`src/rtl/ppds_pkg.sv`:
```
// Package for the point pair distance statistics unit.
// Holds the field widths, the beat structs, the chain control struct and the state encoding.
// Depends on nothing.
package ppds_pkg;

  localparam int COORD_BITS = 24;
  localparam int DIST_W     = 26;
  localparam int SQOUT_W    = 50;
  localparam int COUNT_W    = 11;
  localparam int SQ_W       = 2 * COORD_BITS + 2;
  localparam int PROD_W     = 2 * COORD_BITS;
  localparam int WIDE_W     = 64;
  localparam int ROOT_W     = 32;

  typedef struct packed {
    logic signed [COORD_BITS-1:0] first_x;
    logic signed [COORD_BITS-1:0] first_y;
    logic signed [COORD_BITS-1:0] first_z;
    logic signed [COORD_BITS-1:0] second_x;
    logic signed [COORD_BITS-1:0] second_y;
    logic signed [COORD_BITS-1:0] second_z;
    logic                         last_pair;
  } pair_t;

  typedef struct packed {
    logic [DIST_W-1:0]  distance;
    logic [SQOUT_W-1:0] squared_distance;
    logic               stats_valid;
    logic [DIST_W-1:0]  mean_distance;
    logic [SQOUT_W-1:0] variance;
    logic [DIST_W-1:0]  std_dev;
    logic [DIST_W-1:0]  rms_distance;
    logic [DIST_W-1:0]  min_distance;
    logic [DIST_W-1:0]  max_distance;
    logic [DIST_W-1:0]  median_distance;
    logic [COUNT_W-1:0] pair_count;
    logic               status;
  } result_t;

  typedef struct packed {
    logic insert;
    logic shift;
  } chain_ctrl_t;

  typedef enum logic [3:0] {
    ST_IDLE,
    ST_SQUARE,
    ST_ROOT,
    ST_INSERT,
    ST_DIV_MEAN,
    ST_DIV_MSQ,
    ST_DRAIN,
    ST_DIV_VAR,
    ST_ROOT_VAR,
    ST_ROOT_RMS
  } state_t;

endpackage

```
`src/rtl/ppds_cell.sv`:
```
// One cell of the sorting chain: holds one distance and an occupied flag.
// Inserts in ascending order or shifts toward cell zero. Depends on ppds_pkg.
module ppds_cell (
  input  logic                        clk,
  input  logic                        rst,
  input  ppds_pkg::chain_ctrl_t       ctrl,
  input  logic [ppds_pkg::DIST_W-1:0] ins_val,
  input  logic [ppds_pkg::DIST_W-1:0] prev_val,
  input  logic                        prev_occ,
  input  logic                        prev_le,
  input  logic [ppds_pkg::DIST_W-1:0] next_val,
  input  logic                        next_occ,
  output logic [ppds_pkg::DIST_W-1:0] val,
  output logic                        occ,
  output logic                        le
);
  import ppds_pkg::*;

  assign le = occ && (val <= ins_val);

  always_ff @(posedge clk) begin
    if (rst) begin
      occ <= 1'b0;
    end else if (ctrl.shift) begin
      occ <= next_occ;
    end else if (ctrl.insert && !le) begin
      occ <= prev_le ? 1'b1 : prev_occ;
    end
  end

  always_ff @(posedge clk) begin
    if (ctrl.shift) begin
      val <= next_val;
    end else if (ctrl.insert && !le) begin
      val <= prev_le ? ins_val : prev_val;
    end
  end

endmodule

```
`config.mk`:
```
export PLATFORM = sky130hd
export DESIGN_NAME = ppds_cell
export DESIGN_NICKNAME = d
export VERILOG_FILES = /design/src/rtl/ppds_pkg.sv /design/src/rtl/ppds_cell.sv
export SDC_FILE = /design/constraint.sdc
export NUM_CORES = 1
export LEC_CHECK = 0
export BUFFER_PORTS_ARGS = -buffer_cell sky130_fd_sc_hd__buf_4
export CAP_MARGIN = 20
export CORE_ASPECT_RATIO = 1.25
export CORE_UTILIZATION = 50
export CTS_BUF_LIST = sky130_fd_sc_hd__clkbuf_4
export DETAILED_ROUTE_END_ITERATION = 8
export GPL_TIMING_DRIVEN = 0
export PLACE_DENSITY = 0.89
export SETUP_SLACK_MARGIN = 0.1
export SYNTH_ARGS = -nofsm -noshare
export SYNTH_HDL_FRONTEND = slang
export SYNTH_SLANG_ARGS = --single-unit
```
`constraint.sdc`:
```
create_clock -name clk -period 9.35 [get_ports clk]
set_input_delay 1.87 -clock clk [delete_from_list [all_inputs] [get_ports clk]]
set_output_delay 1.87 -clock clk [all_outputs]
set_load 0.005 [all_outputs]
```
# --- Yosys cells after proc, flatten, opt, wreduce, memory -nomap -nowiden ---
# Index checks and enable logic that the tools add are counted.
totals:
  rom_bits: 0
  ff_bits: 27
  wordCells: 13
  mem_count: 0
  ramBits: 0
  latch_bits: 0
  output_inout_bits: 28
  in_bits: 85
classes:
  muxes: 6
  n_lt_le_gt_ge: 1
  n_eq_ne: 0
  div: 0
  bitwise_logic: 0
  addsub: 0
  multipliers: 0
  reduce_logical: 4
  shifts: 0
op_table:
  columns: ["operator", "count"]
  rows:
  - ["$mux 26", 3]
  - ["$le 26x26->1", 1]
  - ["$mux 1", 3]
  - ["$logic_and 1x1->1", 2]
  - ["$reduce_bool 2->1", 1]
  - ["$logic_not 1->1", 1]

# --- Depth between registers and ports, before layout ---
depth:
  depth_word: 6
  mapped_depth: 7
  ltp_nobuf: 7

# --- Worst setup path before layout ---
# No wires, ideal clock.
synth_timing:
  path_kind: "input port to output port"
  start: "in ins_val[25] (netlist bit)"
  end: "out le"
  arrival_ps: 3607
  path_buffers: 0
  path_stages: 6
  t_required_ps: 7480
  path_slack_ps: 3873
  path_cell_list: "inv_1 > ha_1 > nand4_2 > or4_4 > or4_4 > a21boi_0"
synth_via:
  elab_chain_cells: 2
synth_rtl:
  columns: ["item", "line_no", "text"]
  rows:
  - ["start: declaration", "ppds_cell.sv:7", "input logic [ppds_pkg::DIST_W-1:0] ins_val,"]
  - ["$le 26x26->1", "ppds_cell.sv:19", "assign le = occ && (val <= ins_val);"]
  - ["$logic_and 1x1->1", "ppds_cell.sv:19", null]
  - ["end: declaration", "ppds_cell.sv:15", "output logic le"]
# Every way passes these cells.

# --- Worst setup path in the final report ---
# Same ends and word-level chain as after synthesis.

==> impl_metrics.yaml <==
timing:
  rsz0062_at_grt: "false"
  slew_violations: 0
  finClkSkew_ns: 0.00414
  tightest_slew_ns: 0.751
  fin_crit_sh_pct: 61.9
  fmax_mhz: 173
  finalSetupTns_ns: 0
  finalHoldViolations: 0
  slew_headroom_pct: 50.0
  setup_viol: 0
  layout_min_cycle_time_ns: 5.79
cells_and_area:
  layout.nets: 446
  syn_to_final_growth_pct: 46.0
  drive_gt1_share_pct: 35.6
  antenna_cells: 0
  fin_cells: 388
worst_setup_path:
  worstPathArrival_ns: 3.92
  cp.required_ns: 7.48
  crit_path_end_kind: "primary output"
  reg2reg_from: "val[23]"
  crit_type: "in -> out"
  crit_fanout: 4
  crit_path_start_kind: "primary input"
  cp-startpoint: "ins_val[25]"
clocking:
  cts_max_level: 1
  insertion_delay_ns: 0.34
  ctsResizeCount: 0
  cts_tree: "done"
  hold_buffers: 0
  cts_buffer_depth: 2
  cts_num_sinks: 27
  cts-root-buf: "clkbuf_4"
  cts_buffers: 3
  path_clk_slew_ns: 0.16
  cts_setup_buffers: 0
die:
  fp-row-count: 25
  core_um2: 3850
  ioPinCount: 113
  chipWidth_um: 59.3
  die_area_um2: 4370
  initial_core_util_pct: 53.3
  die_h_um: 73.6
logic_synthesis:
  syn_avg_cell_area_um2: 9.41
  yosys_warnings: 0
  syn_nets: 329
  netlist_instances: 218
  yosysTopAreaCellShare_pct: 38.0
  syn_area_um2: 2050
  ys_top_cells_by_count: "nand2_1 (32), o21ai_0 (32), inv_1 (29)"
  synth-seq-cells: 27
  synthArstFlopShare_pct: 0
  netlist.top_cell.by_area: "edfxtp_1"
  synth_ff_type: "edfxtp_1"
  ys_types: 26
  synth.area.top_cells: "edfxtp_1 (38%), ha_1 (16%), mux2i_1 (13%)"
  synth_edf_count: 26
  ys_seq_area_share_pct: 39.0
pwr:
  max-vdd-ir-drop_mv: 0.0668
  power.density_nw_per_um2: 111
  cellLeakagePower_nw: 1.54
  p_total_mw: 0.333
drt:
  drtPass1Iterations: 4
  wl_um: 5360
  drc: 0
  dr.first_iter.drc_count: 79
  vias: 2010
  ant_nets: 0
  routedWlPerCell_um: 13.8
  viasPerCell: 5.18
global_route:
  antenna_found_initial: 0
  overflow: 0
  grt.total_usage_pct: 25.6
  grt_pass1_wl_um: 8450
  grt_pass1_vias: 2023
  grt_max_degree: 19
placement:
  place.gp.congestion: 0.834
  placed_cells: 384
  place_hpwl_um: 4420
  port_buffers: 111
job:
  maxCapViolCount: 0
min_path:
  min_path_type: "reg -> reg"
  hold_start: "occ"
run_status:
  status: "finished, final reports clean"
layer usage:
layer / routed length, µm / track usage [%]
met1: 2030 / 28.2
met2: 2940 / 47.4
met3: 251 / 3.17
met4: 140 / 12.2
met5: 0 / 0
cells in the final DEF (no fill, tap or decap), types with 2 or more instances in the layout:
cell type	instances
nor2_1	4
or4_4	2
nand4_1	5
nand2b_1	2
ha_1	26
nand2_1	32
o21ai_0	32
a211oi_1	2
inv_1	29
edfxtp_1	26
clkbuf_1	7
buf_1	2
mux2i_1	26
buf_4	111
a21oi_1	11
clkbuf_4	3
cells by family after synthesis:
logic type | count (synthesis) | share of synthesized area, %
AOI/OAI and AO/OA | 51 | 13.8
and+or+nand+nor | 50 | 11.7
buffers and inverters | 38 | 6.95
DFF | 27 | 39.0
muxes | 26 | 12.7
adders and majority gates | 26 | 15.9
worst max-delay path, cell delays in order:
cell and delay (ns):
buf_4 0.09, inv_1 0.04, ha_1 0.30, nand4_2 0.15
or4_4 0.57, or4_4 0.56, a21boi_0 0.20, buf_4 0.14
final timing paths:
kind | end | slack [ns] | cells after the start
setup reg to reg | val[15] | 6.28 | 6
setup / recovery | le | 3.56 | 8
hold reg to reg | occ | 0.68 | 3
hold / removal | occ | 0.68 | 3
power breakdown:
part	total, mW	switching [mW]	leakage [nW]	internal [mW]
combinational	0.119	0.0528	1.24	0.0662
sequential	0.159	0.00810	0.278	0.151
clock	0.0549	0.0388	0.0177	0.0162
registers in the layout, indices dropped and copies added, names as in the netlist:
signal / count
occ: 1
val: 26
per-stage QoR:
step / utilization [%] / cell area (µm²) / worst slack, ns / hold slack, ns
floorplan: - / 2050 / 3.87 / 0.625
global placement: 76.7 / 2950 / 3.61 / 0.657
detailed placement: 77.1 / 2970 / 3.55 / 0.657
CTS: 77.9 / 3000 / 3.55 / 0.685
global route: 77.9 / 3000 / 3.45 / 0.700
finish: 77.9 / 3000 / 3.56 / 0.681
area by class of cell:
cell class              instances  area [µm²]
flip-flops and latches         27         801
inverters                      29         109
clock inverters                 1        5.00
well taps                      54        67.6
multi-input cells             153        1110
repair buffers                112         848
fillers                       296         852
clock buffers                   3        22.5
plain buffers                   9        33.8
Power figures use the tool's default switching activity.
