File: config.mk
export PLATFORM = sky130hd
export DESIGN_NAME = ppds_isqrt
export DESIGN_NICKNAME = d
export VERILOG_FILES = /design/src/rtl/ppds_pkg.sv /design/src/rtl/ppds_isqrt.sv
export SDC_FILE = /design/constraint.sdc
export NUM_CORES = 1
export LEC_CHECK = 0
export ABC_AREA = 1
export BUFFER_PORTS_ARGS = -buffer_cell sky130_fd_sc_hd__buf_2
export CORE_UTILIZATION = 36
export DETAILED_ROUTE_END_ITERATION = 8
export PLACE_DENSITY = 0.58
export SLEW_MARGIN = 40
export SYNTH_ARGS = -nofsm -noshare
export SYNTH_HDL_FRONTEND = slang
export SYNTH_SLANG_ARGS = --single-unit
File: constraint.sdc
create_clock -name clk -period 4.29 [get_ports clk]
set_input_delay 0.858 -clock clk [delete_from_list [all_inputs] [get_ports clk]]
set_output_delay 0.858 -clock clk [all_outputs]
set_load 0.02 [all_outputs]
File: src/rtl/ppds_pkg.sv
// Package for the point pair distance statistics unit.
// Holds the field widths, the beat structs, the chain control struct and the state encoding.
// Depends on nothing.
package ppds_pkg;

  localparam int COORD_BITS = 24;
  localparam int DIST_W     = 26;
  localparam int SQOUT_W    = 50;
  localparam int COUNT_W    = 11;
  localparam int SQ_W       = 2 * COORD_BITS + 2;
  localparam int PROD_W     = 2 * COORD_BITS;
  localparam int WIDE_W     = 64;
  localparam int ROOT_W     = 32;

  typedef struct packed {
    logic signed [COORD_BITS-1:0] first_x;
    logic signed [COORD_BITS-1:0] first_y;
    logic signed [COORD_BITS-1:0] first_z;
    logic signed [COORD_BITS-1:0] second_x;
    logic signed [COORD_BITS-1:0] second_y;
    logic signed [COORD_BITS-1:0] second_z;
    logic                         last_pair;
  } pair_t;

  typedef struct packed {
    logic [DIST_W-1:0]  distance;
    logic [SQOUT_W-1:0] squared_distance;
    logic               stats_valid;
    logic [DIST_W-1:0]  mean_distance;
    logic [SQOUT_W-1:0] variance;
    logic [DIST_W-1:0]  std_dev;
    logic [DIST_W-1:0]  rms_distance;
    logic [DIST_W-1:0]  min_distance;
    logic [DIST_W-1:0]  max_distance;
    logic [DIST_W-1:0]  median_distance;
    logic [COUNT_W-1:0] pair_count;
    logic               status;
  } result_t;

  typedef struct packed {
    logic insert;
    logic shift;
  } chain_ctrl_t;

  typedef enum logic [3:0] {
    ST_IDLE,
    ST_SQUARE,
    ST_ROOT,
    ST_INSERT,
    ST_DIV_MEAN,
    ST_DIV_MSQ,
    ST_DRAIN,
    ST_DIV_VAR,
    ST_ROOT_VAR,
    ST_ROOT_RMS
  } state_t;

endpackage

File: src/rtl/ppds_isqrt.sv
// Iterative integer square root of a 64-bit value, one result bit per cycle.
// Depends on ppds_pkg.
module ppds_isqrt (
  input  logic                        clk,
  input  logic                        rst,
  input  logic                        start,
  input  logic [ppds_pkg::WIDE_W-1:0] operand,
  output logic                        done,
  output logic [ppds_pkg::ROOT_W-1:0] root
);
  import ppds_pkg::*;

  localparam int REM_W = ROOT_W + 2;

  logic [WIDE_W-1:0] rad;
  logic [REM_W-1:0]  rem;
  logic [5:0]        cnt;
  logic              run;
  logic [REM_W+1:0]  rem_sh;
  logic [REM_W+1:0]  trial;
  logic              fits;

  assign rem_sh = {rem, rad[WIDE_W-1:WIDE_W-2]};
  assign trial  = {(REM_W)'(root), 2'b01};
  assign fits   = rem_sh >= trial;

  always_ff @(posedge clk) begin
    if (rst) begin
      run  <= 1'b0;
      done <= 1'b0;
      cnt  <= '0;
    end else begin
      done <= run && !start && (cnt == 6'(ROOT_W - 1));
      if (start) begin
        run <= 1'b1;
        cnt <= '0;
      end else if (run) begin
        cnt <= cnt + 6'd1;
        if (cnt == 6'(ROOT_W - 1)) begin
          run <= 1'b0;
        end
      end
    end
  end

  always_ff @(posedge clk) begin
    if (start) begin
      rad  <= operand;
      rem  <= '0;
      root <= '0;
    end else if (run) begin
      rad <= {rad[WIDE_W-3:0], 2'b00};
      if (fits) begin
        rem  <= REM_W'(rem_sh - trial);
        root <= {root[ROOT_W-2:0], 1'b1};
      end else begin
        rem  <= REM_W'(rem_sh);
        root <= {root[ROOT_W-2:0], 1'b0};
      end
    end
  end

endmodule

# ---- Yosys cells after proc, flatten, opt, wreduce, memory -nomap -nowiden
# Index checks and enable logic that the tools add are counted.
# W data, S select, Z words.
dict set report word_totals {
  out_inout_bits 33
  latch_bits 0
  regBits 138
  elab_cells 22
  in_bits 67
  mem_bits_rw 0
  n_memories 0
  mem_bits_ro 0
}
dict set report op_classes {
  reduce_logical 5
  n_eq_ne 1
  bitwise_logic 0
  n_div 0
  mul 0
  add_sub_neg 2
  n_mux 7
  n_lt_le_gt_ge 1
  shifts 0
}
# operator n
set op_table {}
lappend op_table {{$mux W64} 2}
lappend op_table {{$ge A36 B34 Y1} 1}
lappend op_table {{$mux W34} 1}
lappend op_table {{$sub A34 B34 Y34} 1}
lappend op_table {{$add A6 B1 Y6 const B} 1}
lappend op_table {{$eq A6 B5 Y1 const B} 1}
lappend op_table {{$mux W1} 4}
lappend op_table {{$logic_and A1 B1 Y1} 2}
lappend op_table {{$reduce_bool A2 Y1} 1}
lappend op_table {{$reduce_or A2 Y1} 1}
lappend op_table {{$logic_not A1 Y1} 1}

# ---- Depth between registers and ports, before layout
# Gate-level depths: netlist of the first run.
dict set report depth {
  depth_word 4
  ltp_mapped 17
  ltp_nobuf 16
}

# ---- Worst setup path after synthesis of the first run
# Ideal clock, no wire load.
dict set report synth_path {
  kind {in2reg}
  from {input port start}
  to {register rad[0], enable pin}
  required_ns 3.837
  n_path_buf 2
  path_slack_ns 0.552
  cell_stages 4
  t_arrival_ns 3.285
  setup_time_ns 0.453
  path_cell_list {clkbuf_1 nor2_1 inv_1 buf_1}
}
dict set report synth_between {
  elab_chain_len 1
}
# item line
set synth_lines {}
lappend synth_lines {{from (decl)} ppds_isqrt.sv:6} ;# input logic start,
lappend synth_lines {{$reduce_bool A2 Y1 (no source line)} -}
lappend synth_lines {{to (signal assigned)} ppds_isqrt.sv:48} ;# rad <= operand;
lappend synth_lines {{to (signal assigned)} ppds_isqrt.sv:52} ;# rad <= {rad[WIDE_W-3:0], 2'b00};
lappend synth_lines {{to (decl)} ppds_isqrt.sv:15} ;# logic [WIDE_W-1:0] rad;
# No other way between the ends.
# A chain may end at the register's enable or synchronous reset.

# ---- Worst setup path in the final report of the first run
dict set report layout_path {
  from {register root[17] (netlist name)}
  to {register rem[25]}
}
dict set report layout_between {
  elab_chain_len 2
  word_cells_on_any_way 3
  classes_between {add/sub (1); order compare (1); mux (1)}
}
# item line
set layout_lines {}
lappend layout_lines {{from (decl)} ppds_isqrt.sv:9} ;# output logic [ppds_pkg::ROOT_W-1:0] root
lappend layout_lines {{from (signal assigned)} ppds_isqrt.sv:55} ;# root <= {root[ROOT_W-2:0], 1'b1};
lappend layout_lines {{from (signal assigned)} ppds_isqrt.sv:58} ;# root <= {root[ROOT_W-2:0], 1'b0};
lappend layout_lines {{$sub A34 B34 Y34 / $ge A36 B34 Y1 (equally long branches)} {ppds_isqrt.sv:54, ppds_isqrt.sv:25}}
lappend layout_lines {{$mux W34 *} ppds_isqrt.sv:53} ;# if (fits) begin
lappend layout_lines {{to (signal assigned)} ppds_isqrt.sv:54} ;# rem <= REM_W'(rem_sh - trial);
lappend layout_lines {{to (signal assigned)} ppds_isqrt.sv:57} ;# rem <= REM_W'(rem_sh);
lappend layout_lines {{to (decl)} ppds_isqrt.sv:16} ;# logic [REM_W-1:0] rem;
# Every way passes the cells marked *; elsewhere a longest branch is shown, timed or not.

==> impl_metrics.json, run 1 <==
{
  "cts_hold_buffers": 0,
  "start_kind": "register",
  "regArea_um2": 3400,
  "cp_data_arrival_time_ns": 3.13,
  "cts_tree": "yes",
  "r2r_start": "root[17]",
  "slew_headroom": 0.558,
  "dieArea_um2": 22800,
  "endpoint": "rem[25]",
  "drt-total-wl_um": 20500,
  "rr_endpoint": "rem[25]",
  "num_rows": 54,
  "clock.fmax_mhz": 357,
  "crit_path_start": "root[17]",
  "tightest_slew_ns": 0.663,
  "die_width_um": 151,
  "num_io_pins": 100,
  "cts_resized": 0,
  "vias_per_cell": 4.69,
  "power.density_nw_per_um2": 675,
  "dr_total_vias": 7198,
  "drive_above_1_share": 0.128,
  "fill_cells": 2364,
  "die_h_um": 151,
  "final_common_cell": "nand2_1",
  "ff2ff_path_depth": 12,
  "grt_use_total": 0.192,
  "path_max_fanout": 33,
  "antenna_found_initial": 1,
  "hold_violations": 0,
  "ys_types": 34,
  "cts.clk_slew.worst_paths_ns": 0.07,
  "drc_errors": 0,
  "dp_hpwl_um": 15300,
  "cts_max_level": 4,
  "finalCritPeriodShare": 0.653,
  "cts_root_buffer": "clkbuf_16",
  "avgSynthCellArea_um2": 6.97,
  "clk_path_buf_depth": 2,
  "drv_slew": 0,
  "vdd_drop_max_mv": 0.330,
  "required_ns": 4.62,
  "wire_per_inst_um": 13.4,
  "leakage_nw": 4.83,
  "rsz0062_at_grt": "false",
  "initial_core_util": 0.367,
  "synthCells": 1147,
  "clock_latency_ns": 0.43,
  "core_um2": 21800,
  "ys_seq_area_frac": 0.425,
  "syn-num-nets": 1249,
  "end_kind": "register",
  "timing.setup.tns_ns": 0,
  "clock_sinks": 138,
  "synth_seq_cells": 138,
  "synth_warnings": 0,
  "setup_viol": 0,
  "grt_max_degree": 67,
  "synthToLayoutAreaGrowth_pct": 17.3,
  "final_cells": 1534,
  "finalCriticalPeriod_ns": 2.80,
  "critical_path_class": "register to register",
  "portBuffers": 99,
  "nNetsFinal": 1342,
  "drt-pass1-iter-count": 7,
  "status": "finished clean",
  "place.gp.congestion": 0.890,
  "r2r_slack_ns": 1.49,
  "dp_cells": 1501,
  "postCtsSetupBuffers": 0,
  "hp-class": "register to register",
  "antenna_left": 0,
  "multi_input_area_um2": 3940,
  "final_cell_mix": "nand2_1, inv_1, buf_2",
  "skew_ns": 0.0167,
  "grt_pass1_vias": 6874,
  "grt_pass1_wl_um": 34000,
  "cts_buffers": 17,
  "globalRouteOverflowTotal": 0,
  "max_cap_viol_count": 0,
  "first_iter_violations": 317,
  "netlist_area_um2": 8000
}
==> cell usage after synthesis, drive strengths merged <==
library cell | instances | share of area
nand2 | 507 | 0.24
inv | 137 | 0.064
nor2 | 90 | 0.046
dfxtp | 74 | 0.19
edfxtp | 64 | 0.24
nand3 | 54 | 0.034
o21ai | 36 | 0.023
ha | 35 | 0.055
a21oi | 34 | 0.022
o22ai | 31 | 0.024
clkbuf | 25 | 0.012
nor3 | 14 | 0.0094
xnor2 | 14 | 0.015
nand4 | 10 | 0.0097
buf | 7 | 0.0070
o21bai | 5 | 0.0047
xor2 | 4 | 0.0044
a21o | 1 | 0.00094
a31oi | 1 | 0.00078
nand3b | 1 | 0.00094
nor3b | 1 | 0.00094
nor4 | 1 | 0.00078
o21a | 1 | 0.00094
==> cell families after synthesis <==
kind of cell,after synthesis,share of synthesized area
compound gates,109,0.0763
simple gates,678,0.341
flops,138,0.425
buf+inv,169,0.0831
fa+ha+maj,35,0.0547
xor+xnor,18,0.0197
==> layer usage <==
metal	track usage	up-vias	wire length [um]
met4	0.0455	0	172
met5	0	-	0
met3	0.0479	14	925
li1	-	3823	-
met1	0.256	3234	10200
met2	0.310	127	9210
==> through the flow <==
stage / power, W / hold WS (ns) / util / setup slack [ns] / area, um^2
after global placement: 0.00477 / 0.458 / 0.401 / 1.42 / 8750
final: 0.00634 / 0.474 / 0.430 / 1.49 / 9380
after CTS: 0.00638 / 0.472 / 0.430 / 1.46 / 9380
after detailed placement: 0.00478 / 0.464 / 0.401 / 1.37 / 8760
after global routing: 0.00688 / 0.496 / 0.430 / 1.18 / 9380
after floorplan: 0.00406 / 0.444 / - / 0.552 / 8000
==> registers in the layout, summed over array words and instances, names as in the netlist <==
| name | cells |
|---|---|
| cnt | 6 |
| rad | 64 |
| root | 32 |
| run | 1 |
| done | 1 |
| rem | 34 |
==> area by class of cell <==
type	count	share of cell area
diodes	1	0.000267
clock buffers	17	0.0453
clock inverters	15	0.0205
inverters	137	0.0552
multi-input cells	840	0.420
flip-flops and latches	138	0.363
well taps	280	0.0373
repair buffers	106	0.0588
==> report_power, final <==
| part | switching [W] | internal [W] |
|---|---|---|
| registers | 0.0000791 | 0.00154 |
| logic | 0.00212 | 0.00103 |
| clock network | 0.000679 | 0.000892 |
| total | 0.00287 | 0.00346 |
==> how the worst min path moves through the flow <==
stage / from / end / slack (ns) / cells past startpoint
after floorplan: rem[32] / rem[32] / 0.44 / 2
after global placement: rem[32] / rem[32] / 0.46 / 2
after detailed placement: rem[32] / rem[32] / 0.46 / 2
after CTS: rem[32] / rem[32] / 0.47 / 2
after global routing: rem[29] / rem[29] / 0.50 / 2
final: rem[24] / rem[24] / 0.47 / 2
==> critical path, stage by stage, from the launching register on <==
cell     delay (ns)
dfxtp_1        0.32
inv_1          0.07
ha_1           0.36
a21oi_1        0.26
nand2_1        0.14
a21oi_1        0.28
nand2_1        0.09
nand2_1        0.10
nand4_4        0.41
nand2_2        0.43
nand2_1        0.08
nand2_1        0.10
nand2_1        0.05
Power figures use the tool's default switching activity.
==> run 2: changes to the inputs <==
Settings changed: PLACE_DENSITY 0.58 to 0.6.
Clock period 4.29 ns to 2.5 ns, I/O delays scaled along.
==> run 2 against run 1 <==
  * Clock power up 65%
  * Maximum frequency up 21%
  * Cell area up 0.89%
  * Flip-flop and latch count unchanged
  * Cell count up 0.65%
  * Setup slack worse by 1.3 ns
  * Critical path depth unchanged
  * First-iteration DRC count up 24%
  * Largest cell class unchanged
==> impl_metrics.json, run 2 (synthesis gave the netlist of run 1 again) <==
{
  "status": "finished clean",
  "top_regs": "rad x64, rem x34, root x32",
  "timing.critical_path.cells": "inv_1 > ha_1 > nand2_1 > nor2_4 > nand2_1 > nor2_2 > nand4_1 > nand4_4 > buf_4 > nand2_1 > nand3_1 > nand2_1",
  "first_iter_violations": 393,
  "postCtsSetupBuffers": 0,
  "pre_cts_ws_ns": 0.221,
  "r2r_start": "root[19]",
  "crit_path_frequent_cell": "nand2_1",
  "power.density_nw_per_um2": 1160,
  "cts_buffers": 17,
  "rsz0062_at_grt": "false",
  "nNetsFinal": 1353,
  "finalCritPeriodShare": 0.922,
  "endpoint": "rem[24]",
  "dr_total_vias": 7267,
  "cts_root_buffer": "clkbuf_16",
  "slew_headroom": 0.609,
  "die_h_um": 151,
  "required_ns": 2.82,
  "diodes": 0,
  "grt_pass1_vias": 7025,
  "timing.setup.tns_ns": 0,
  "layout_setup_ws_ns": 0.194,
  "tightest_slew_ns": 0.586,
  "num_io_pins": 100,
  "dp_hpwl_um": 15800,
  "vdd_drop_max_mv": 0.544,
  "rr_endpoint": "rem[24]",
  "hold_path_depth": 2,
  "antenna_found_initial": 0,
  "start_kind": "register",
  "cts.clk_slew.worst_paths_ns": 0.07,
  "path_max_fanout": 10,
  "crit_path_start": "root[19]",
  "drive_above_1_share": 0.136,
  "drt-total-wl_um": 20800,
  "cpPeakStageDelay_ns": 0.37,
  "drt-pass1-iter-count": 5,
  "leakage_nw": 4.88,
  "end_kind": "register",
  "skew_ns": 0.0145,
  "wire_per_inst_um": 13.4,
  "drc_errors": 0,
  "final_common_cell": "nand2_1",
  "hold_ws_ns": 0.260,
  "setup_viol": 0,
  "hold_violations": 0,
  "dieArea_um2": 22800,
  "critical_path_class": "register to register",
  "largest_reg_flops": 64,
  "cts_tree": "yes",
  "clock.fmax_mhz": 434,
  "num_rows": 54,
  "clk_path_buf_depth": 2,
  "clock_sinks": 138,
  "final_cell_mix": "nand2_1, inv_1, buf_2",
  "r2r_slack_ns": 0.19,
  "clock_latency_ns": 0.44,
  "max_cap_viol_count": 0,
  "grt_pass1_wl_um": 34500,
  "cts_max_level": 4,
  "cp_data_arrival_time_ns": 2.63,
  "drv_slew": 0,
  "globalRouteOverflowTotal": 0,
  "synthToLayoutAreaGrowth_pct": 18.4,
  "hp-class": "input pin to register",
  "grt_max_degree": 63,
  "antenna_left": 0,
  "ff2ff_path_depth": 12,
  "grt_use_total": 0.195,
  "core_um2": 21800,
  "place.gp.congestion": 0.909,
  "initial_core_util": 0.367,
  "finalCriticalPeriod_ns": 2.31,
  "die_width_um": 151,
  "regMostFlops": "rad",
  "crit_slowest_cell": "ha_1",
  "vias_per_cell": 4.71,
  "portBuffers": 99
}
run 2: cell count changes in the layout (fill, tap and decap cells not counted):
cell	previous run	this run
buf_4	6	15
diode_2	1	0
ha_1	35	34
clkinvlp_4	1	2
ha_2	0	1
buf_12	0	2
clkinv_4	0	1
inv_6	6	4
a21oi_2	2	1
bufinv_16	2	1
a21oi_1	32	33
inv_8	5	6
run 2: layout make-up:
cell class,count,area (um^2)
Timing Repair Buffer,117,659
Fill cell,2294,12400
Tap cell,280,350
Clock inverter,15,173
Inverter,137,518
Multi-Input combinational cell,840,3940
Clock buffer,17,425
Sequential cell,138,3400
run 2: critical path: cells and delay by family, from the launching register on:
kind / cells / cell delay [ns]
flops: 1 / 0.34
buf+inv: 2 / 0.29
fa+ha+maj: 1 / 0.37
simple gates: 9 / 1.20
run 2: through the flow:
stage                     power [W]  instance area (um^2)  utilization  std cells
after floorplan             0.00696                  8010            -       1147
after global placement      0.00843                  8860        0.406       1512
after detailed placement    0.00843                  8860        0.406       1512
after CTS                    0.0111                  9460        0.434       1544
after global routing         0.0119                  9470        0.434       1544
final                        0.0110                  9470        0.434       1544
run 2: what timing repair did:
action / 4_1_cts / 5_1_grt
resized for setup: 0 / 2
setup endpoints to repair: 0 / 9
hold buffers: 0 / 0
run 2: power breakdown:
| part | leakage (nW) | internal, W | switching (W) | total, W |
|---|---|---|---|---|
| Sequential | 1.26 | 0.00264 | 0.000141 | 0.00278 |
| Combinational | 3.33 | 0.00196 | 0.00369 | 0.00565 |
| Clock | 0.289 | 0.00143 | 0.00116 | 0.00259 |
run 2: how the worst min path moves through the flow:
| stage | startpoint | endpoint | slack (ns) |
|---|---|---|---|
| floorplan | rem[32] | rem[32] | 0.44 |
| global placement | rem[30] | rem[30] | 0.46 |
| detailed placement | rem[33] | rem[33] | 0.46 |
| CTS | rst | done | 0.24 |
| global route | rst | done | 0.27 |
| finish | rst | done | 0.26 |
run 2: layer usage:
| layer | track usage | wire, um |
|---|---|---|
| met1 | 0.260 | 10200 |
| met2 | 0.307 | 9200 |
| met3 | 0.0476 | 930 |
| met4 | 0.0685 | 465 |
| met5 | 0 | 0 |
==> run 3: changes to the inputs <==
Clock period 2.5 ns to 1.9 ns, I/O delays scaled along.
==> run 3 against run 2 <==
  * The run now ends with negative setup slack left
  * Core utilization increased by 12 points
  * Via count increased by 13%
  * Die area stayed put
  * Worst hold slack worse by 0.12 ns
  * First-iteration DRC count increased by 34%
  * Largest power group unchanged
==> impl_metrics.json, run 3 (synthesis gave the netlist of run 1 again) <==
{
  "ff2ff_path_depth": 14,
  "whs_endpoint": "done",
  "drt-pass1-iter-count": 5,
  "antenna_found_initial": 0,
  "core_um2": 21800,
  "drt-total-wl_um": 24100,
  "vdd_drop_max_mv": 1.05,
  "diodes": 0,
  "drv_slew": 0,
  "final_cell_mix": "nand2_1, buf_4, inv_1",
  "switching_share": 0.433,
  "clock_sinks": 138,
  "nNetsFinal": 1556,
  "num_io_pins": 100,
  "largest_reg_flops": 64,
  "critical_path_class": "register to register",
  "rr_endpoint": "rem[23]",
  "top_regs": "rad x64, rem x34, root x32",
  "portBuffers": 99,
  "grt_pass1_wl_um": 38900,
  "dr_total_vias": 8223,
  "drc_errors": 0,
  "leakage_nw": 6.06,
  "antenna_left": 0,
  "cts.clk_slew.worst_paths_ns": 0.07,
  "r2r_slack_ns": -0.24,
  "p_seq_frac": 0.191,
  "dieArea_um2": 22800,
  "end_kind": "register",
  "tightest_slew_ns": 0.659,
  "die_width_um": 151,
  "finalCriticalPeriod_ns": 2.14,
  "hp-class": "input pin to register",
  "grt_max_degree": 63,
  "min_from": "rst",
  "rsz0062_at_grt": "true",
  "start_kind": "register",
  "dp_cells": 1695,
  "r2r_start": "root[25]",
  "violations": "negative setup slack",
  "die_h_um": 151,
  "cts_root_buffer": "clkbuf_16",
  "final_common_cell": "nand2_1",
  "max_cap_viol_count": 0,
  "setup_viol": 35,
  "cts_tree": "yes",
  "place.gp.congestion": 0.917,
  "vias_per_cell": 4.71,
  "cts_hold_buffers": 0,
  "cts_max_level": 4,
  "comb_power_share": 0.629,
  "dp_hpwl_um": 17500,
  "final_cells": 1747,
  "hold_violations": 0,
  "slew_headroom": 0.560,
  "total_power_w": 0.0192,
  "cpPeakStageDelay_ns": 0.34,
  "required_ns": 2.23,
  "path_max_fanout": 7,
  "globalRouteOverflowTotal": 0,
  "grt_pass1_vias": 7918,
  "power.density_nw_per_um2": 1610,
  "grt_use_total": 0.220,
  "post-route-util": 0.549,
  "crit_slowest_cell": "dfxtp_4",
  "cp_data_arrival_time_ns": 2.47,
  "status": "complete, but fails checks",
  "regMostFlops": "rad",
  "clock.fmax_mhz": 467,
  "fill_cells": 2129,
  "drive_above_1_share": 0.367,
  "synthToLayoutAreaGrowth_pct": 49.8,
  "cts_buffers": 17,
  "p_int_w": 0.0109,
  "layout_setup_ws_ns": -0.240,
  "skew_ns": 0.0108,
  "clk_path_buf_depth": 2,
  "num_rows": 54,
  "clock_latency_ns": 0.43,
  "clkPwrFrac": 0.180,
  "power_switching_w": 0.00834,
  "hold_path_depth": 2,
  "wire_per_inst_um": 13.8,
  "finalCritPeriodShare": 1.13,
  "first_iter_violations": 526,
  "timing.critical_path.cells": "inv_2 > ha_4 > nand2_4 > buf_12 > nor2_4 > nand2_1 > nor3_2 > nand3_2 > nand4_4 > buf_12 > buf_12 > nand3_2 > nand2_1 > nand2_1",
  "initial_core_util": 0.367
}
run 3: cell types whose count changed in the layout (fill, tap and decap cells not counted), sizes merged:
cell and change:
inv -5, buf +202, clkinvlp -2, clkinv +8, clkbuf +1, bufinv -1
run 3: how the worst max path moves through the flow:
stage,from,to,cells after the start
floorplan,root[27],rem[25],12
global placement,root[0],rem[30],13
detailed placement,root[25],rem[26],13
CTS,root[25],rem[13],14
global route,root[3],rem[27],17
finish,root[25],rem[23],14
run 3: per-layer routing:
layer	track usage	vias up	wire length, um
met1	0.280	3740	10900
met4	0.0725	0	494
met5	0	-	0
li1	-	4264	-
met2	0.375	188	11600
met3	0.0373	31	1120
run 3: cell type report:
| cell class | count | area [um^2] | share of cell area |
|---|---|---|---|
| Inverter | 137 | 520 | 0.0435 |
| Timing Repair Buffer | 320 | 2350 | 0.196 |
| Sequential cell | 138 | 3450 | 0.288 |
| Multi-Input combinational cell | 840 | 4680 | 0.391 |
| Clock inverter | 15 | 199 | 0.0166 |
| Clock buffer | 17 | 425 | 0.0355 |
| Tap cell | 280 | 350 | 0.0292 |
run 3: through the flow:
step | cell area [um^2] | setup slack [ns] | hold WS [ns] | setup TNS (ns)
detailed placement | 10700 | -0.271 | 0.465 | -7.21
global route | 12000 | -0.344 | 0.141 | -10.35
CTS | 11600 | -0.248 | 0.129 | -7.58
floorplan | 8410 | -0.0208 | 0.444 | -0.289
finish | 12000 | -0.240 | 0.143 | -6.92
global placement | 10700 | -0.249 | 0.462 | -5.51
run 3: worst max-delay path, delay by kind of cell (launching register included):
kind | cells | cell delay [ns]
AND/OR/NAND/NOR | 9 | 0.94
flip-flops | 1 | 0.34
adder cells (fa/ha/maj) | 1 | 0.28
buffers and inverters | 4 | 0.47
run 3: power by group through the flow:
stage          clock network [W]  logic (W)  registers [W]
2_1_floorplan                  0    0.00570        0.00372
3_3_place_gp                   0    0.00967        0.00372
3_5_place_dp                   0    0.00970        0.00373
4_1_cts                  0.00352     0.0109        0.00368
5_1_grt                  0.00364     0.0133        0.00372
6_report                 0.00346     0.0121        0.00368
run 3: what timing repair did:
| item | 4_1_cts | 5_1_grt |
|---|---|---|
| hold endpoints to repair | 0 | 0 |
| setup endpoints to repair | 35 | 35 |
| gates cloned | 3 | 1 |
| buffers inserted | 9 | 9 |
| gates resized for setup | 29 | 90 |
| pin swaps | 18 | 40 |
