==> src/rtl/ppds_pkg.sv <==
// Package for the point pair distance statistics unit.
// Holds the field widths, the beat structs, the chain control struct and the state encoding.
// Depends on nothing.
package ppds_pkg;

  localparam int COORD_BITS = 24;
  localparam int DIST_W     = 26;
  localparam int SQOUT_W    = 50;
  localparam int COUNT_W    = 11;
  localparam int SQ_W       = 2 * COORD_BITS + 2;
  localparam int PROD_W     = 2 * COORD_BITS;
  localparam int WIDE_W     = 64;
  localparam int ROOT_W     = 32;

  typedef struct packed {
    logic signed [COORD_BITS-1:0] first_x;
    logic signed [COORD_BITS-1:0] first_y;
    logic signed [COORD_BITS-1:0] first_z;
    logic signed [COORD_BITS-1:0] second_x;
    logic signed [COORD_BITS-1:0] second_y;
    logic signed [COORD_BITS-1:0] second_z;
    logic                         last_pair;
  } pair_t;

  typedef struct packed {
    logic [DIST_W-1:0]  distance;
    logic [SQOUT_W-1:0] squared_distance;
    logic               stats_valid;
    logic [DIST_W-1:0]  mean_distance;
    logic [SQOUT_W-1:0] variance;
    logic [DIST_W-1:0]  std_dev;
    logic [DIST_W-1:0]  rms_distance;
    logic [DIST_W-1:0]  min_distance;
    logic [DIST_W-1:0]  max_distance;
    logic [DIST_W-1:0]  median_distance;
    logic [COUNT_W-1:0] pair_count;
    logic               status;
  } result_t;

  typedef struct packed {
    logic insert;
    logic shift;
  } chain_ctrl_t;

  typedef enum logic [3:0] {
    ST_IDLE,
    ST_SQUARE,
    ST_ROOT,
    ST_INSERT,
    ST_DIV_MEAN,
    ST_DIV_MSQ,
    ST_DRAIN,
    ST_DIV_VAR,
    ST_ROOT_VAR,
    ST_ROOT_RMS
  } state_t;

endpackage

==> src/rtl/ppds_div.sv <==
// Restoring divider for a 64-bit numerator and a narrow denominator, one quotient bit per cycle.
// Depends on ppds_pkg.
module ppds_div #(
  parameter int DEN_W = 11
) (
  input  logic                        clk,
  input  logic                        rst,
  input  logic                        start,
  input  logic [ppds_pkg::WIDE_W-1:0] num,
  input  logic [DEN_W-1:0]            den,
  output logic                        done,
  output logic [ppds_pkg::WIDE_W-1:0] quo
);
  import ppds_pkg::*;

  logic [DEN_W-1:0] den_r;
  logic [DEN_W-1:0] rem;
  logic [6:0]       cnt;
  logic             run;
  logic [DEN_W:0]   rem_sh;
  logic             fits;

  assign rem_sh = {rem, quo[WIDE_W-1]};
  assign fits   = rem_sh >= {1'b0, den_r};

  always_ff @(posedge clk) begin
    if (rst) begin
      run  <= 1'b0;
      done <= 1'b0;
      cnt  <= '0;
    end else begin
      done <= run && !start && (cnt == 7'(WIDE_W - 1));
      if (start) begin
        run <= 1'b1;
        cnt <= '0;
      end else if (run) begin
        cnt <= cnt + 7'd1;
        if (cnt == 7'(WIDE_W - 1)) begin
          run <= 1'b0;
        end
      end
    end
  end

  always_ff @(posedge clk) begin
    if (start) begin
      quo   <= num;
      den_r <= den;
      rem   <= '0;
    end else if (run) begin
      if (fits) begin
        rem <= DEN_W'(rem_sh - {1'b0, den_r});
        quo <= {quo[WIDE_W-2:0], 1'b1};
      end else begin
        rem <= DEN_W'(rem_sh);
        quo <= {quo[WIDE_W-2:0], 1'b0};
      end
    end
  end

endmodule

==> config.mk <==
export PLATFORM = sky130hd
export DESIGN_NAME = ppds_div
export DESIGN_NICKNAME = d
export VERILOG_FILES = /design/src/rtl/ppds_pkg.sv /design/src/rtl/ppds_div.sv
export SDC_FILE = /design/constraint.sdc
export NUM_CORES = 1
export LEC_CHECK = 0
export BUFFER_PORTS_ARGS = -buffer_cell sky130_fd_sc_hd__buf_2
export CAP_MARGIN = 20
export CORE_ASPECT_RATIO = 1.25
export CORE_UTILIZATION = 51
export DETAILED_ROUTE_END_ITERATION = 7
export PLACE_DENSITY = 0.8
export RECOVER_POWER = 50
export SYNTH_ARGS = -nofsm -noshare
export SYNTH_HDL_FRONTEND = slang
export SYNTH_SLANG_ARGS = --single-unit
==> constraint.sdc <==
create_clock -name clk -period 3.4 [get_ports clk]
set_input_delay 0.68 -clock clk [delete_from_list [all_inputs] [get_ports clk]]
set_output_delay 0.68 -clock clk [all_outputs]
set_load 0.05 [all_outputs]
**After elaboration in Yosys (flattened, before gate mapping)**

Index checks and enable logic that the tools add are counted.

- Add/sub/neg operators: 2
- Multiply operators: 0
- Divide/modulo/power cells: 0
- $lt $le $gt $ge: 1
- Equal/unequal tests: 1
- Shift-type cells: 0
- Muxes and demuxes: 7
- Bitwise operators: 0
- Reductions and logical operators: 5

Operators with widths:

| operator | number |
|---|---|
| $mux 64 | 2 |
| $ge 12x11->1 | 1 |
| $mux 11 | 1 |
| $sub 11x11->11 | 1 |
| $add 7x1->7 const B | 1 |
| $eq 7x6->1 const B | 1 |
| $mux 1 | 4 |
| $logic_and 1x1->1 | 2 |
| $reduce_bool 2->1 | 1 |
| $reduce_or 2->1 | 1 |
| $logic_not 1->1 | 1 |

- Register bits after elaboration: 95
- Latch bits: 0
- Bits in writable memories: 0
- ROM bits: 0
- Input port bits: 78
- Output and inout port bits: 65
- Logic and storage cells: 22
- Memories kept: 0

**Depth between registers and ports, before layout**

Gate-level depths: netlist of run 1.

- Depth in word-level cells: 4
- Gate-level depth with buffers: 10
- Depth with buffers taken out: 9

**Worst setup path after synthesis of run 1**

Ideal clock, no wire load.

- Path type: input port to flip-flop
- Start point: in start
- End point: reg quo[0] (netlist bit) (enable)
- Setup time: 424 ps
- Arrival: 2472 ps
- Data required time: 2976 ps
- Setup slack: 504 ps
- Cell stages on the path: 3
- Buffers on the path: 1
- Cells stage by stage: clkbuf_1 inv_1 nand2_1

- Longest elaborated chain between the ends: 1

RTL lines:

| what | line | source |
|---|---|---|
| from (decl) | ppds_div.sv:8 | `input logic start,` |
| $reduce_bool 2->1 (no source line) | -- |  |
| to (signal assigned) | ppds_div.sv:47 | `quo <= num;` |
| to (signal assigned) | ppds_div.sv:53 | `quo <= {quo[WIDE_W-2:0], 1'b1};` |
| to (signal assigned) | ppds_div.sv:56 | `quo <= {quo[WIDE_W-2:0], 1'b0};` |
| to (decl) | ppds_div.sv:12 | `output logic [ppds_pkg::WIDE_W-1:0] quo` |

Every way passes these cells.
A chain may end at the register's enable or synchronous reset.

**Worst setup path after layout of run 1**

- Start point: in start
- End point: reg quo[7] (netlist bit) (enable)

The elaborated chain is that of the path after synthesis.

==> results of run 1 <==
-- power by group through the flow --
stage,Sequential [W],Clock [W],Combinational [W]
finish,0.00145,0.000666,0.000784
global route,0.00147,0.000721,0.000838
floorplan,0.00176,0,0.000328
detailed placement,0.00147,0,0.000809
CTS,0.00145,0.000683,0.000811
global placement,0.00147,0,0.000791
-- Yosys cell counts (3+ instances only) --
cell / number
dfxtp_1: 20
a21oi_1: 9
mux2_2: 64
inv_1: 15
o211ai_1: 4
nor2_1: 20
ha_1: 12
nand4_1: 3
clkbuf_1: 8
xor2_1: 3
xnor2_1: 6
nand2_1: 11
mux2i_1: 7
o21ai_0: 9
nand3_1: 3
nand2b_1: 4
buf_1: 4
edfxtp_1: 75
a211oi_1: 6
-- state kept, by name, indices dropped and copies added (netlist names) --
| name | flops |
|---|---|
| run | 1 |
| quo | 64 |
| cnt | 7 |
| rem | 11 |
| done | 1 |
| den_r | 11 |
-- layout make-up --
cell class	instances	area, sq um
Sequential cell	95	2653
Tap cell	117	146.4
Multi-Input combinational cell	198	1724
Clock buffer	15	156.4
Inverter	15	56.30
Timing Repair Buffer	146	661.9
Clock inverter	1	7.507
Fill cell	657	2974
-- worst max-delay path by stage --
stage | startpoint | endpoint | slack [ns] | depth (start not counted)
CTS | quo[63] | rem[2] | 0.88 | 9
finish | start | quo[7] | 0.55 | 4
global route | start | quo[23] | 0.35 | 4
detailed placement | quo[63] | rem[2] | 0.91 | 9
global placement | quo[63] | rem[10] | 1.0 | 9
floorplan | start | quo[0] | 0.50 | 3
-- layer usage --
| metal | part of all wire [%] | up-vias |
|---|---|---|
| met5 | 0 | - |
| met4 | 3.4 | 0 |
| met3 | 7.1 | 19 |
| met2 | 51 | 96 |
| met1 | 38 | 1508 |
| li1 | - | 1498 |
-- cells by family after synthesis --
logic type / synth area share, %
buffers and inverters: 2.618
AO/OA/AOI/OAI: 7.827
flip-flops: 59.05
adder cells (fa/ha/maj): 3.788
multiplexers: 17.60
XOR/XNOR: 1.755
AND/OR/NAND/NOR: 7.354
-- stage by stage --
| step | setup slack, ns | hold slack [ns] | util (%) |
|---|---|---|---|
| after floorplan | 0.5044 | 0.4530 | - |
| after global placement | 0.9969 | 0.4697 | 63.52 |
| after detailed placement | 0.9115 | 0.4989 | 63.52 |
| after CTS | 0.8844 | 0.4624 | 65.48 |
| after global routing | 0.3510 | 0.4669 | 64.51 |
| final | 0.5516 | 0.4819 | 64.51 |
-- worst max-delay path, cell delays in order --
cell	delay, ns
clkbuf_1	0.92
inv_1	0.35
nand2_2	0.53
buf_4	0.39
==> out/qor.csv, run 1 <==
stage;metric;value;unit
setup_path;Worst Path Arrival;2.89;ns
clocking;clk buf depth;2;
synthesis;Async S/R FF share, synth;0;%
finish;final net count;556;
clocking;CTS Sinks;95;
clocking;htree depth;3;
global_routing;routing usage on met2;36.79;%
timing;Tmin final;2.848;ns
synthesis;Post-Synthesis Cells;322;
timing;final worst-path cycle share;83.78;%
clocking;clock root cell;clkbuf_8;
timing;FMAX;351.1;MHz
timing;Setup TNS;0;ns
setup_path;terminus of the critical flop-to-flop path;rem[10];
clocking;CTS tree;yes;
setup_path;crit end category;flip-flop;
timing;actual slew at the worst max-slew pin;1.287;ns
global_routing;GR Layer Usage met3;7.544;%
detailed_routing;total number of vias;3121;
floorplan;die area;0.009189;sq mm
clocking;setup bufs post-CTS;0;
global_routing;antenna violations before repair;0;
clocking;CTS resizes;0;
setup_path;critical path type;input port to flip-flop;
synthesis;main area contributors after synthesis;edfxtp_1 50%, mux2_2 16%, dfxtp_1 8.9%, ha_1 3.3%, nor2_1 1.7%;
job;max_cap viols;0;
setup_path;FF-to-FF path depth;9;
synthesis;prevailing post-synth register cell;edfxtp_1;
finish;layout cells sized above 1;35.53;%
detailed_routing;WL final;9433;um
synthesis;Mapped Area;0.004492;sq mm
synthesis;YS warnings;0;
finish;# diodes;0;
place;placed cell count;571;
global_routing;vias in the first global route;3275;
floorplan;core area;0.008379;sq mm
setup_path;CP max FO;24;
floorplan;row count;37;
synthesis;flops & latches, synth;95;
min_path;min-delay src;rst;
finish;area delta synth->final;20.33;%
power_and_ir_drop;total power draw;0.002900;W
timing;final-report max-slew violation count;0;
setup_path;worst r2r src;quo[63];
power_and_ir_drop;VDD IR max;340.8;uV
synthesis;Post-Syn Nets;413;
place;port buffer count;142;
detailed_routing;drc violations;0;
setup_path;CP Launch Type;input port;
timing;Final Setup Violations;0;
setup_path;R2R Setup Slk;0.89;ns
power_and_ir_drop;Clk network pwr share;23.0;%
place;routability cong.;0.8346;
timing;Slew headroom;14.22;%
global_routing;first-pass GRT wire length;15000;um
floorplan;Starting Density;53.61;%
finish;design area;0.005405;sq mm
synthesis;sequential element share of the synthesized area;59.05;%
synthesis;syn_area_per_cell;13.95;sq um
detailed_routing;initial drt markers;136;
timing;RSZ-0062 raised after global routing;no;
finish;commonest non-fill, non-tap cells in the layout;79 x buf_2, 75 x edfxtp_1, 68 x clkbuf_1, 64 x mux2_2;
power_and_ir_drop;sequential share of power;50.0;%
power_and_ir_drop;Switching Share;33.78;%
finish;commonest non-fill, non-tap cell in the layout;buf_2;
place;Placement Cell Area;0.005323;sq mm
detailed_routing;detailed-route wire length per cell;16.07;um
synthesis;Post-synth EDFFs;75;
global_routing;GRT Max-Usage Layer;met2;
synthesis;library cells used by synthesis;49;
floorplan;boundary pin count;143;
detailed_routing;Final ANT Viol Nets;0;
power_and_ir_drop;Pint;0.001921;W
clocking;TritonCTS Buffers;9;
synthesis;area fraction of the dominant cell type after synthesis;50.14;%
synthesis;cell taking the most area after synthesis;edfxtp_1;
timing;Final Skew;0.008840;ns
timing;final hold vios;0;
power_and_ir_drop;Comb pwr share;27.0;%
floorplan;Die W;85.94;um
status;status;finished, final reports clean;
power_and_ir_drop;Power Density;536.6;mW/mm^2
global_routing;met1 Use GR;23.48;%
clocking;Reg clk slew, reported paths;0.09;ns
min_path;hold path endpoint;run;
global_routing;pin count of the biggest net entering global routing;65;
floorplan;DIE HEIGHT;106.9;um
clocking;hold_buf cts;0;
setup_path;WP data required;3.44;ns
clocking;clk_lat worst skew;0.36;ns
detailed_routing;DRT Pass-1 Iters;4;
power_and_ir_drop;Lkg Pwr;2.077;nW
min_path;worst min path class;input port to flip-flop;
global_routing;total track usage;21.74;%
detailed_routing;vias per cell;5.317;
global_routing;gr ovfl total;0;
min_path;hold path depth;2;
finish;Post-Layout Cell Count;587;
power_and_ir_drop;Psw;0.0009796;W
place;dpl hpwl;6917;um
Note: power is estimated with default switching activity, not from simulation.
==> run 2, diff against run 1 <==
--- a/config.mk
+++ b/config.mk
@@ -5,12 +5,13 @@
 export SDC_FILE = /design/constraint.sdc
 export NUM_CORES = 1
 export LEC_CHECK = 0
+export ABC_AREA = 1
 export BUFFER_PORTS_ARGS = -buffer_cell sky130_fd_sc_hd__buf_2
 export CAP_MARGIN = 20
 export CORE_ASPECT_RATIO = 1.25
-export CORE_UTILIZATION = 51
+export CORE_UTILIZATION = 52
 export DETAILED_ROUTE_END_ITERATION = 7
-export PLACE_DENSITY = 0.8
+export PLACE_DENSITY = 0.81
 export RECOVER_POWER = 50
 export SYNTH_ARGS = -nofsm -noshare
 export SYNTH_HDL_FRONTEND = slang
==> constraint.sdc (replaced) <==
create_clock -name clk -period 2.7 [get_ports clk]
set_input_delay 0.54 -clock clk [delete_from_list [all_inputs] [get_ports clk]]
set_output_delay 0.54 -clock clk [all_outputs]
set_load 0.05 [all_outputs]
==> out/qor.csv, run 2 <==
stage;metric;value;unit;change
status;status;finished, final reports clean;;
synthesis;count leader, synth;nand2_1;;
timing;final worst slack;0.4150;ns;-0.1367 ns
finish;Reg area;0.002653;sq mm;unchanged
detailed_routing;DRT Pass-1 Iters;4;;unchanged
global_routing;met1 Use GR;30.27;%;+6.8 points
floorplan;DIE HEIGHT;107.7;um;+0.73%
timing;final worst-path cycle share;84.63;%;
floorplan;Starting Density;53.42;%;-0.18 points
global_routing;GR Layer Usage met3;7.285;%;-0.26 points
timing;Tmin final;2.285;ns;
floorplan;die area;0.009323;sq mm;+1.5%
finish;commonest non-fill, non-tap cells in the layout;270 x nand2_1, 119 x buf_2, 75 x edfxtp_1, 51 x inv_1, 31 x nand3_1;;
synthesis;Post-Synthesis Cells;545;;+69%
finish;commonest non-fill, non-tap cell in the layout;nand2_1;;
power_and_ir_drop;Psw;0.001149;W;+17%
clocking;htree depth;3;;unchanged
min_path;min-delay src;den[5];;
power_and_ir_drop;Clk network pwr share;28.5;%;+5.5 points
detailed_routing;drc violations;0;;unchanged
power_and_ir_drop;Switching Share;32.12;%;-1.7 points
setup_path;FF-to-FF path depth;10;;+1
timing;final-report max-slew violation count;0;;unchanged
synthesis;main area contributors after synthesis;edfxtp_1 48%, nand2_1 22%, dfxtp_1 8.6%, inv_1 4.1%, nand3_1 3.3%;;
clocking;CTS resizes;0;;unchanged
place;routability cong.;0.8944;;+7.2%
finish;area of the multi-input gates;0.001693;sq mm;-1.8%
power_and_ir_drop;Pint;0.002429;W;+26%
synthesis;Post-synth top cells;270 x nand2_1, 75 x edfxtp_1, 51 x inv_1, 31 x nand3_1, 20 x dfxtp_1;;
timing;RSZ-0062 raised after global routing;no;;
synthesis;Post-synth EDFFs;75;;unchanged
global_routing;GRT Max-Usage Layer;met2;;
setup_path;CP Launch Type;input port;;
global_routing;vias in the first global route;3915;;+20%
synthesis;prevailing post-synth register cell;edfxtp_1;;
finish;max FFs per register;64;;unchanged
clocking;clk buf depth;2;;unchanged
synthesis;Async S/R FF share, synth;0;%;unchanged
synthesis;library cells used by synthesis;28;;-43%
floorplan;row count;38;;+2.7%
setup_path;worst r2r src;quo[63];;
detailed_routing;total number of vias;3999;;+28%
setup_path;CP max FO;35;;+46%
clocking;Reg clk slew, reported paths;0.09;ns;about the same
global_routing;gr ovfl total;0;;unchanged
min_path;worst min path class;input port to flip-flop;;
power_and_ir_drop;Lkg Pwr;2.834;nW;+36%
timing;Setup TNS;0;ns;unchanged
synthesis;cell taking the most area after synthesis;edfxtp_1;;
synthesis;syn_area_per_cell;8.529;sq um;-39%
clocking;CTS Sinks;95;;unchanged
power_and_ir_drop;sequential share of power;50.1;%;about the same
clocking;clock root cell;clkbuf_8;;
clocking;CTS tree;yes;;
finish;fill cell count;751;;+14%
global_routing;pin count of the biggest net entering global routing;65;;unchanged
setup_path;Worst Path Arrival;2.28;ns;-0.61 ns
synthesis;Mapped Area;0.004648;sq mm;+3.5%
detailed_routing;initial drt markers;277;;+100%
clocking;TritonCTS Buffers;9;;unchanged
timing;Hold WS;0.3522;ns;-0.1297 ns
min_path;hold path depth;1;;-1
min_path;hold path endpoint;den_r[5];;
floorplan;core area;0.008701;sq mm;+3.8%
global_routing;total track usage;25.10;%;+3.4 points
place;port buffer count;142;;unchanged
synthesis;Post-Syn Nets;636;;+54%
job;max_cap viols;0;;unchanged
clocking;clk_lat worst skew;0.37;ns;about the same
setup_path;terminus of the critical flop-to-flop path;quo[0];;
timing;actual slew at the worst max-slew pin;1.011;ns;-0.2756 ns
synthesis;sequential element share of the synthesized area;57.07;%;-2.0 points
setup_path;R2R Setup Slk;0.51;ns;-0.38 ns
floorplan;Die W;86.57;um;+0.73%
detailed_routing;Final ANT Viol Nets;0;;unchanged
detailed_routing;detailed-route wire length per cell;13.62;um;-15%
timing;Final Setup Violations;0;;unchanged
timing;Slew headroom;32.49;%;+18 points
setup_path;WP data required;2.69;ns;-0.75 ns
clocking;hold_buf cts;0;;unchanged
global_routing;first-pass GRT wire length;17980;um;+20%
detailed_routing;vias per cell;4.937;;-7.1%
timing;Final Skew;0.01517;ns;+0.006330 ns
finish;largest registers;quo: 64 flops, den_r: 11 flops, rem: 11 flops;;
synthesis;flops & latches, synth;95;;unchanged
power_and_ir_drop;VDD IR max;397.5;uV;+17%
power_and_ir_drop;Comb pwr share;21.4;%;-5.6 points
global_routing;routing usage on met2;41.89;%;+5.1 points
setup_path;critical path type;input port to flip-flop;;
finish;final net count;776;;+40%
place;pre-CTS WS;0.5092;ns;-0.4023 ns
global_routing;antenna violations before repair;0;;unchanged
timing;final hold vios;0;;unchanged
finish;Reg with most FFs;quo;;
setup_path;crit end category;flip-flop;;
finish;final core utilization;64.71;%;+0.20 points
power_and_ir_drop;total power draw;0.003578;W;+23%
finish;# diodes;0;;unchanged
place;dpl hpwl;7985;um;+15%
finish;layout cells sized above 1;21.45;%;-14 points
detailed_routing;WL final;11030;um;+17%
clocking;setup bufs post-CTS;0;;unchanged
synthesis;area fraction of the dominant cell type after synthesis;48.45;%;-1.7 points
floorplan;boundary pin count;143;;unchanged
power_and_ir_drop;Power Density;635.5;mW/mm^2;+18%
timing;FMAX;437.6;MHz;
finish;area delta synth->final;21.13;%;
synthesis;YS warnings;0;;unchanged
run 2: cell types whose count changed after synthesis, moves of 11 or more:
| cell | before | now |
|---|---|---|
| nand2_1 | 11 | 270 |
| nand3_1 | 3 | 31 |
| mux2_2 | 64 | 0 |
| nand4_1 | 3 | 14 |
| inv_1 | 15 | 51 |
run 2: layout make-up:
cell class                      count  area share [%]
Sequential cell                    95           47.11
Clock inverter                      5           1.444
Timing Repair Buffer              149           12.78
Inverter                           54           3.600
Tap cell                          120           2.667
Multi-Input combinational cell    376           30.07
Clock buffer                       11           2.333
run 2: worst max path at each step:
stage	to	slack (ns)	cells past startpoint	start
finish	quo[57]	0.41	4	start
floorplan	quo[0]	0.06	4	start
CTS	quo[0]	0.52	10	quo[63]
global route	quo[55]	0.28	4	start
global placement	quo[0]	0.69	10	quo[63]
detailed placement	quo[0]	0.51	10	quo[63]
run 2: worst max-delay path, stage by stage:
cell and delay [ns]:
clkbuf_1 0.55, nor2_1 0.12, inv_1 0.29, clkbuf_2 0.76
run 2: routing by layer:
layer,vias up,routed length (um)
met5,-,0
met4,0,235
met3,20,809
met2,145,5466
met1,1812,4517
li1,2022,-
run 2: power by group through the flow:
stage                     Combinational (W)  Clock, W  Sequential [W]
final                              0.000765   0.00102         0.00179
after CTS                          0.000783   0.00103         0.00179
after detailed placement           0.000783         0         0.00182
after global routing               0.000820   0.00110         0.00181
after floorplan                    0.000213         0         0.00216
after global placement             0.000771         0         0.00182
run 2: logic make-up after synthesis:
family	synth area share [%]
simple gates	30.47
flops	57.07
buf+inv	6.514
compound gates	1.534
fa+ha+maj	3.661
xor+xnor	0.7538
run 2: per-stage QoR:
step	cells	area [sq um]
6_report	810	5630
5_1_grt	810	5630
4_1_cts	810	5687
3_5_place_dp	794	5474
3_3_place_gp	794	5474
2_1_floorplan	545	4648
==> run 3, diff against run 2 <==
==> constraint.sdc (replaced) <==
create_clock -name clk -period 2.39 [get_ports clk]
set_input_delay 0.478 -clock clk [delete_from_list [all_inputs] [get_ports clk]]
set_output_delay 0.478 -clock clk [all_outputs]
set_load 0.05 [all_outputs]
==> out/qor.csv, run 3 (same netlist as run 2, synthesis figures left out) <==
stage;metric;value;unit;change
status;status;finished, final reports clean;;
setup_path;WP data required;2.52;ns;-0.17 ns
power_and_ir_drop;Power Density;701.9;mW/mm^2;+10%
floorplan;DIE HEIGHT;107.7;um;unchanged
setup_path;cell mode on critical path;nand2_1;;
floorplan;die area;0.009323;sq mm;unchanged
timing;Setup TNS;0;ns;unchanged
detailed_routing;DRT Pass-1 Iters;5;;+1
detailed_routing;initial drt markers;290;;+4.7%
place;routability cong.;0.9020;;+0.85%
setup_path;critical path type;flip-flop to flip-flop;;
clocking;clk_lat worst skew;0.37;ns;about the same
setup_path;largest stage delay on the critical path;0.39;ns;-0.37 ns
timing;FMAX;468.3;MHz;
timing;RSZ-0062 raised after global routing;no;;
timing;final-report max-slew violation count;0;;unchanged
finish;Reg with most FFs;quo;;
setup_path;crit end category;flip-flop;;
finish;Post-Layout Cell Count;810;;unchanged
timing;Final Skew;0.01344;ns;-0.001731 ns
detailed_routing;vias per cell;5.032;;+1.9%
detailed_routing;Final ANT Viol Nets;0;;unchanged
setup_path;CP Cell Sequence;inv_1 > ha_1 > fa_1 > inv_1 > nand3_1 > nand3_1 > nand2_1 > nand4_2 > nand2_1 > nand2_1;;
detailed_routing;drc violations;0;;unchanged
setup_path;Worst Path Arrival;2.26;ns;-0.02 ns
floorplan;core area;0.008701;sq mm;unchanged
global_routing;total track usage;24.98;%;-0.13 points
finish;final net count;776;;unchanged
min_path;worst min path class;input port to flip-flop;;
place;port buffer count;142;;unchanged
setup_path;CP Launch Type;flip-flop;;
finish;commonest non-fill, non-tap cell in the layout;nand2_1;;
clocking;htree depth;3;;unchanged
timing;actual slew at the worst max-slew pin;1.171;ns;+0.1600 ns
power_and_ir_drop;VDD IR max;447.5;uV;+13%
place;dpl hpwl;7858;um;-1.6%
timing;Tmin final;2.135;ns;
global_routing;gr ovfl total;0;;unchanged
floorplan;Die W;86.57;um;unchanged
power_and_ir_drop;Lkg Pwr;2.826;nW;-0.28%
clocking;hold_buf cts;0;;unchanged
place;placed cell count;793;;-0.13%
clocking;CTS Sinks;95;;unchanged
clocking;setup bufs post-CTS;0;;unchanged
finish;# diodes;0;;unchanged
floorplan;row count;38;;unchanged
detailed_routing;total number of vias;4076;;+1.9%
finish;area delta synth->final;20.89;%;
global_routing;first-pass GRT wire length;17770;um;-1.2%
setup_path;slowest CP cell;edfxtp_1;;
setup_path;CP max FO;12;;-66%
clocking;CTS resizes;0;;unchanged
finish;commonest non-fill, non-tap cells in the layout;270 x nand2_1, 118 x buf_2, 75 x edfxtp_1, 51 x inv_1, 31 x nand3_1;;
detailed_routing;WL final;11120;um;+0.84%
floorplan;boundary pin count;143;;unchanged
timing;Final Setup Violations;0;;unchanged
floorplan;Starting Density;53.42;%;unchanged
global_routing;antenna violations before repair;0;;unchanged
detailed_routing;detailed-route wire length per cell;13.73;um;+0.84%
clocking;TritonCTS Buffers;9;;unchanged
clocking;clk buf depth;2;;unchanged
finish;max FFs per register;64;;unchanged
finish;largest registers;quo: 64 flops, den_r: 11 flops, rem: 11 flops;;
job;max_cap viols;0;;unchanged
timing;final hold vios;0;;unchanged
global_routing;pin count of the biggest net entering global routing;65;;unchanged
clocking;Reg clk slew, reported paths;0.09;ns;about the same
timing;Slew headroom;21.93;%;-11 points
global_routing;vias in the first global route;4022;;+2.7%
finish;layout cells sized above 1;21.88;%;+0.43 points
clocking;clock root cell;clkbuf_8;;
timing;final worst-path cycle share;89.35;%;
clocking;CTS tree;yes;;
[run 3: worst max-delay path, delay by kind of cell (launching register included)]
kind          cells  cell delay [ns]
buf+inv           2             0.16
flops             1             0.39
fa+ha+maj         2             0.42
simple gates      6             0.93
[run 3: layer usage]
metal	routed length, um	track usage [%]	up-vias
met5	0	0	-
met4	280	11.31	0
met3	930	8.282	26
met2	5547	42.35	156
met1	4364	28.37	1868
li1	-	-	2026
[run 3: final timing paths]
path,startpoint,end,slack [ns],cells past startpoint
worst max register to register,quo[63],quo[0],0.25,10
worst max-delay path,quo[63],quo[0],0.25,10
worst min-delay path,den[5],den_r[5],0.28,1
worst min register to register,rem[10],rem[10],0.48,2
[run 3: layout make-up]
class / count / area (sq um)
fill: 773 / 3082
sequential: 95 / 2653
clock buffer: 10 / 127.6
inverter: 54 / 206.4
multi-input combinational: 376 / 1693
tap: 120 / 150.1
clock inverter: 6 / 61.31
timing repair buffer: 149 / 728.2
[run 3: power by group]
group | internal, W | switching (W) | total, W
clock network | 0.000481 | 0.000569 | 0.00105
registers | 0.00195 | 0.0000739 | 0.00202
logic | 0.000203 | 0.000669 | 0.000872
[run 3: per-stage QoR]
stage	total power [W]	utilization [%]	hold slack (ns)	cell area (sq um)	setup WS [ns]
2_1_floorplan	0.002683	-	0.4381	4653	0.02637
3_3_place_gp	0.002917	62.73	0.4595	5458	0.4069
3_5_place_dp	0.002936	62.73	0.4634	5458	0.2871
4_1_cts	0.003969	64.90	0.2652	5647	0.2863
5_1_grt	0.004091	64.58	0.2580	5619	0.08731
6_report	0.003944	64.58	0.2801	5619	0.2546
